$ cat src/sv/sv39ptm_pkg.sv
// package for the sv39 page table mapper: pool sizing, codes and shared types
// no dependencies
package sv39ptm_pkg;

	// pool geometry
	localparam int POOL_FRAMES = 256;
	localparam int FRAME_W     = $clog2(POOL_FRAMES);
	localparam int HEAD_W      = $clog2(POOL_FRAMES + 1);
	localparam int IDX_W       = 9;
	localparam int MEM_AW      = FRAME_W + IDX_W;
	localparam int PN_W        = 44;
	localparam int APN_W       = 29;

	// opcodes
	localparam logic [1:0] OP_FREE  = 2'd0;
	localparam logic [1:0] OP_ALLOC = 2'd1;
	localparam logic [1:0] OP_WALK  = 2'd2;
	localparam logic [1:0] OP_MAP   = 2'd3;

	// status codes
	localparam logic [2:0] ST_OK      = 3'd0;
	localparam logic [2:0] ST_MISSING = 3'd1;
	localparam logic [2:0] ST_BADFREE = 3'd2;
	localparam logic [2:0] ST_REMAP   = 3'd3;
	localparam logic [2:0] ST_OUTSIDE = 3'd4;

	// pte valid flag
	localparam logic [9:0] PTE_V = 10'd1;

	// free list commands
	typedef struct packed {
		logic               push;
		logic               pop;
		logic [FRAME_W-1:0] frame;
	} fl_ctl_t;

	// frame store access
	typedef struct packed {
		logic              we;
		logic [MEM_AW-1:0] addr;
		logic [63:0]       wdata;
	} mem_req_t;

endpackage

$ cat src/sv/sv39ptm_free_list.sv
// lifo free list: link memory plus head register
// depends on sv39ptm_pkg
module sv39ptm_free_list (
	input  logic                              clk,
	input  logic                              arst_n,
	input  sv39ptm_pkg::fl_ctl_t              ctl,
	output logic [sv39ptm_pkg::HEAD_W-1:0]    head,
	output logic                              head_valid
);

	logic [sv39ptm_pkg::HEAD_W-1:0] link [0:sv39ptm_pkg::POOL_FRAMES-1];
	logic [sv39ptm_pkg::HEAD_W-1:0] head_q;
	logic [sv39ptm_pkg::HEAD_W-1:0] next_q;

	// link memory, read continuously at the head
	always_ff @(posedge clk) begin
		if (ctl.push) begin
			link[ctl.frame] <= head_q;
		end
		next_q <= link[head_q[sv39ptm_pkg::FRAME_W-1:0]];
	end

	// head register
	always_ff @(posedge clk or negedge arst_n) begin
		if (!arst_n) begin
			head_q <= sv39ptm_pkg::HEAD_W'(sv39ptm_pkg::POOL_FRAMES);
		end else if (ctl.push) begin
			head_q <= sv39ptm_pkg::HEAD_W'(ctl.frame);
		end else if (ctl.pop) begin
			head_q <= next_q;
		end
	end

	assign head       = head_q;
	assign head_valid = (head_q < sv39ptm_pkg::HEAD_W'(sv39ptm_pkg::POOL_FRAMES));

endmodule

$ cat config.mk
export PLATFORM = sky130hd
export DESIGN_NAME = sv39ptm_free_list
export DESIGN_NICKNAME = d
export VERILOG_FILES = /design/src/sv/sv39ptm_pkg.sv /design/src/sv/sv39ptm_free_list.sv
export SDC_FILE = /design/constraint.sdc
export NUM_CORES = 2
export LEC_CHECK = 0
export BUFFER_PORTS_ARGS = -buffer_cell sky130_fd_sc_hd__buf_2
export CORE_ASPECT_RATIO = 1.5
export CORE_MARGIN = 2
export CORE_UTILIZATION = 57
export CTS_CLUSTER_DIAMETER = 80
export CTS_CLUSTER_SIZE = 40
export DETAILED_ROUTE_END_ITERATION = 16
export MAX_ROUTING_LAYER = met4
export PLACE_DENSITY = 0.75
export SLEW_MARGIN = 20
export SYNTH_ARGS = -nofsm -noshare
export SYNTH_HDL_FRONTEND = slang
export SYNTH_SLANG_ARGS = --single-unit
$ cat constraint.sdc
create_clock -name clk -period 5 [get_ports clk]
set_input_delay 0.5 -clock clk [delete_from_list [all_inputs] [get_ports clk]]
set_output_delay 0.5 -clock clk [all_outputs]
set_load 0.1 [all_outputs]
# [Yosys cells after proc, flatten, opt, wreduce, memory -nomap -nowiden]
# Memories as Yosys holds them, arrays and structs flattened. A register that Yosys moved wholly into a read port is not among the register bits.
# Index checks and enable logic that the tools add are counted.
[op_classes] n_lt_le_gt_ge=1 muxes=4 n_reduce_logical=1
[op_table] operator="$mux 9" n=2
[op_table] operator="$lt 9x9->1 const B" n=1
[op_table] operator="$mux 1" n=2
[op_table] operator="$reduce_bool 2->1" n=1
[totals] reg_bits=9 ram_bits=2304 in_bits=12 output_inout_bits=10 wordCells=8 n_memories=1
[mem_list] name="link" depth=256 word_bits=9 read_ports=1 rd_ports_with_merged_regs=1 write_ports=1 line_no="sv39ptm_free_list.sv:11" rtl="logic [sv39ptm_pkg::HEAD_W-1:0] link [0:sv39ptm_pkg::POOL_FRAMES-1];"

# [Longest topological paths before layout]
[depth] depth_word=2 mapped_depth=11 mapped_depth_nobuf=6

# [Worst setup path after synthesis]
# No wires, ideal clock.
[synth_path] path_type="reg2reg" from="reg head_q (netlist bit head[1])" to="reg next_q[0] (netlist bit), read port of link" t_arrival_ns=6.060 required_time_ns=4.869 slack_ns=-1.191 path_stages_with_launch=9 cell_sequence="dfrtp_1 buf_2 buf_2 buf_1 mux4_2 a2111oi_0 nor3_1 nor4_1 nor4_2"
[synth_lines] element="start, declared" line_no="sv39ptm_free_list.sv:12" rtl="logic [sv39ptm_pkg::HEAD_W-1:0] head_q;"
[synth_lines] element="start signal, assigned" line_no="sv39ptm_free_list.sv:26" rtl="head_q <= sv39ptm_pkg::HEAD_W'(sv39ptm_pkg::POOL_FRAMES);"
[synth_lines] element="start signal, assigned" line_no="sv39ptm_free_list.sv:28" rtl="head_q <= sv39ptm_pkg::HEAD_W'(ctl.frame);"
[synth_lines] element="start signal, assigned" line_no="sv39ptm_free_list.sv:30" rtl="head_q <= next_q;"
[synth_lines] element="end, declared" line_no="sv39ptm_free_list.sv:13" rtl="logic [sv39ptm_pkg::HEAD_W-1:0] next_q;"

==> run summary <==
Ys Warns = 0
Hold Vio Cnt, Final = 0
Power, Total = 37.16 mW
Ports = 22
Root Driver = clkbuf_16
design area = 94490 um2
min Tclk post-route = 4.136 ns
crit-path max FO = 64
fin crit share = 0.8272
Seq/Total Area, Yosys = 0.7737
final wirelength = 207.8 mm
post-route setup slack = 0.8642 ns
DR WL/cell = 32.57 um
clk sink count = 2322
DP Worst Slack = 0.8402 ns
CTS clk-pin slew, worst paths = 0.14 ns
WP data required = 5.61 ns
Final #Nets = 4281
DP Area = 92510 um2
Synth Cell Area = 89950 um2
initial antenna violation count = 11
relative slew slack = 0.1871
TNS Setup = 0 ns
worst-skew pair later-pin latency = 0.75 ns
EDFF count, synth = 2304
Max Slew Vio Count = 0
number of synthesized register bits = 2322
H-tree Lvls = 3
kind of critical path = flop to flop
drt pass-1 iters = 5
vias in the first global route = 42370
IO buf count = 21
Worst setup EP type = flop
Final HPWL DP = 136.2 mm
# DRC = 0
total number of vias = 42908
Max-cap violations = 0
die height = 490.5 um
Starting Density = 0.5737
Pwr Density = 393.3 nW/um2
GRT Resource Usage Total = 0.2668
layout cells sized above 1 = 0.1797
fin util = 0.6026
row cnt = 178
RSZ-0062 raised after global routing = no
Die Wd = 328.3 um
CTS tree = done
largest net degree at the start of global routing = 119
worst hold path type = input pin to flop
Final Skew = 0.04153 ns
GRT overflow = 0
Most used DFF post-synth = edfxtp_1
Core Footprint = 156800 um2
worst path arrival time = 4.74 ns
Area growth, synth to finish = 5.050%
critical path launch point type = flop
syn avg cell area = 20.96 um2
first-pass GRT wire length = 300.5 mm
Max Fclk = 0.2418 GHz
Die ar. = 161100 um2
final setup fails = 0
Avg Vias per Cell = 6.725
# resized after CTS = 0
Post-Synthesis Cells = 4291
TritonCTS Buffers = 68
syn nets = 4303
Slew @ Worst Pin = 1.215 ns
peak supply drop = 411.9 uV
largest buffer count on any clock path = 3
post-route ant nets = 0
Unique masters post-synth = 66
Lkg Pwr = 28.43 nW
asr flop ratio synth = 0.003876
Placer Congestion = 0.9060
1st-iter DRT viols = 5912
status = finished, final reports clean
[report_power, final]
group / switching, mW / total, mW / internal, mW
logic: 4.23 / 6.55 / 2.32
registers: 0.278 / 22.6 / 22.3
clock network: 5.32 / 7.98 / 2.66
total: 9.83 / 37.2 / 27.3
[placed cells by master, fill, tap and decap left out, types with 9 or more instances in the layout]
master	instances
clkbuf_1	19
mux4_2	472
a22o_1	24
o221ai_1	37
nor3_1	23
a21oi_1	83
nand4_1	16
o22ai_1	55
dfxtp_1	9
diode_2	13
nor2_1	274
nand2_1	77
nor4_1	18
buf_2	21
edfxtp_1	2304
buf_12	24
nor2b_1	19
nand3_1	41
mux2i_1	219
a22oi_1	180
o21ai_0	21
buf_4	129
nand2b_1	9
clkbuf_16	70
[Yosys cell counts, types with 24 or more instances]
cell type | instances | share of area
mux4_2 | 472 | 0.12
mux2i_1 | 219 | 0.024
clkbuf_1 | 133 | 0.0056
o22ai_1 | 55 | 0.0038
a22oi_1 | 180 | 0.015
edfxtp_1 | 2304 | 0.77
nand2_1 | 77 | 0.0032
o221ai_1 | 37 | 0.0036
nand3_1 | 41 | 0.0023
a21oi_1 | 83 | 0.0046
a22o_1 | 24 | 0.0023
buf_6 | 38 | 0.0048
nor2_1 | 282 | 0.012
buf_2 | 44 | 0.0024
[per-stage QoR]
step                instances  hold WS, ns
floorplan                4291       0.2044
global placement         6268       0.3752
detailed placement       6268       0.3734
CTS                      6367      0.03332
global route             6375      0.06898
finish                   6380      0.08107
[state kept, by name, indices dropped and copies added, names as in the netlist]
name,count
next_q,9
head,9
link,2304
[layout make-up]
class / count / area [um2]
Clock inverter: 9 / 102.6
Antenna cell: 13 / 32.53
Tap cell: 2070 / 2590
Timing Repair Buffer: 175 / 1564
Fill cell: 10666 / 62300
Multi-Input combinational cell: 1697 / 18730
Sequential cell: 2322 / 69630
Inverter: 5 / 18.77
Clock buffer: 89 / 1823
[routing by layer]
layer / vias up / wire [um] / share of wire / global-route usage
met2: 2147 / 108000 / 0.52 / 0.4397
met5: - / 0 / 0 / -
met4: 0 / 10190 / 0.049 / 0.1127
met3: 371 / 16810 / 0.081 / 0.03782
met1: 22696 / 72760 / 0.35 / 0.3343
li1: 17694 / - / - / -
[what timing repair did]
item,in CTS,in global routing
setup buffers,0,0
hold endpoints to repair,9,0
hold buffers,1,0
[critical path, stage by stage (launching register included)]
cell and delay (ns):
dfrtp_4 1.01, buf_12 0.43, mux4_2 0.60, a22o_1 0.24, o21ai_0 0.65, o21ai_0 0.41, o32ai_1 0.49, a211oi_2 0.08
[worst paths after layout]
path / start / end / slack [ns] / cells past startpoint
worst min-delay path: ctl[7] / head[7]$_DFFE_PN0P_ / 0.08 / 3
min in group asynchronous: arst_n / head[5]$_DFFE_PN0P_ / 0.24 / 2
max in group asynchronous: arst_n / head[8]$_DFFE_PN1P_ / 4.51 / 2
worst max-delay path: head[0]$_DFFE_PN0P_ / next_q[6]$_DFF_P_ / 0.86 / 7
worst max register to register: head[0]$_DFFE_PN0P_ / next_q[6]$_DFF_P_ / 0.86 / 7
worst min register to register: next_q[8]$_DFF_P_ / head[8]$_DFFE_PN1P_ / 0.55 / 2
[cells by family after synthesis]
kind of cell,after synthesis,synth area share
DFF,2322,0.7737
buffers and inverters,272,0.01896
and+or+nand+nor,529,0.02664
muxes,701,0.1438
AOI/OAI and AO/OA,467,0.03686
Note: power is estimated with default switching activity, not from simulation.
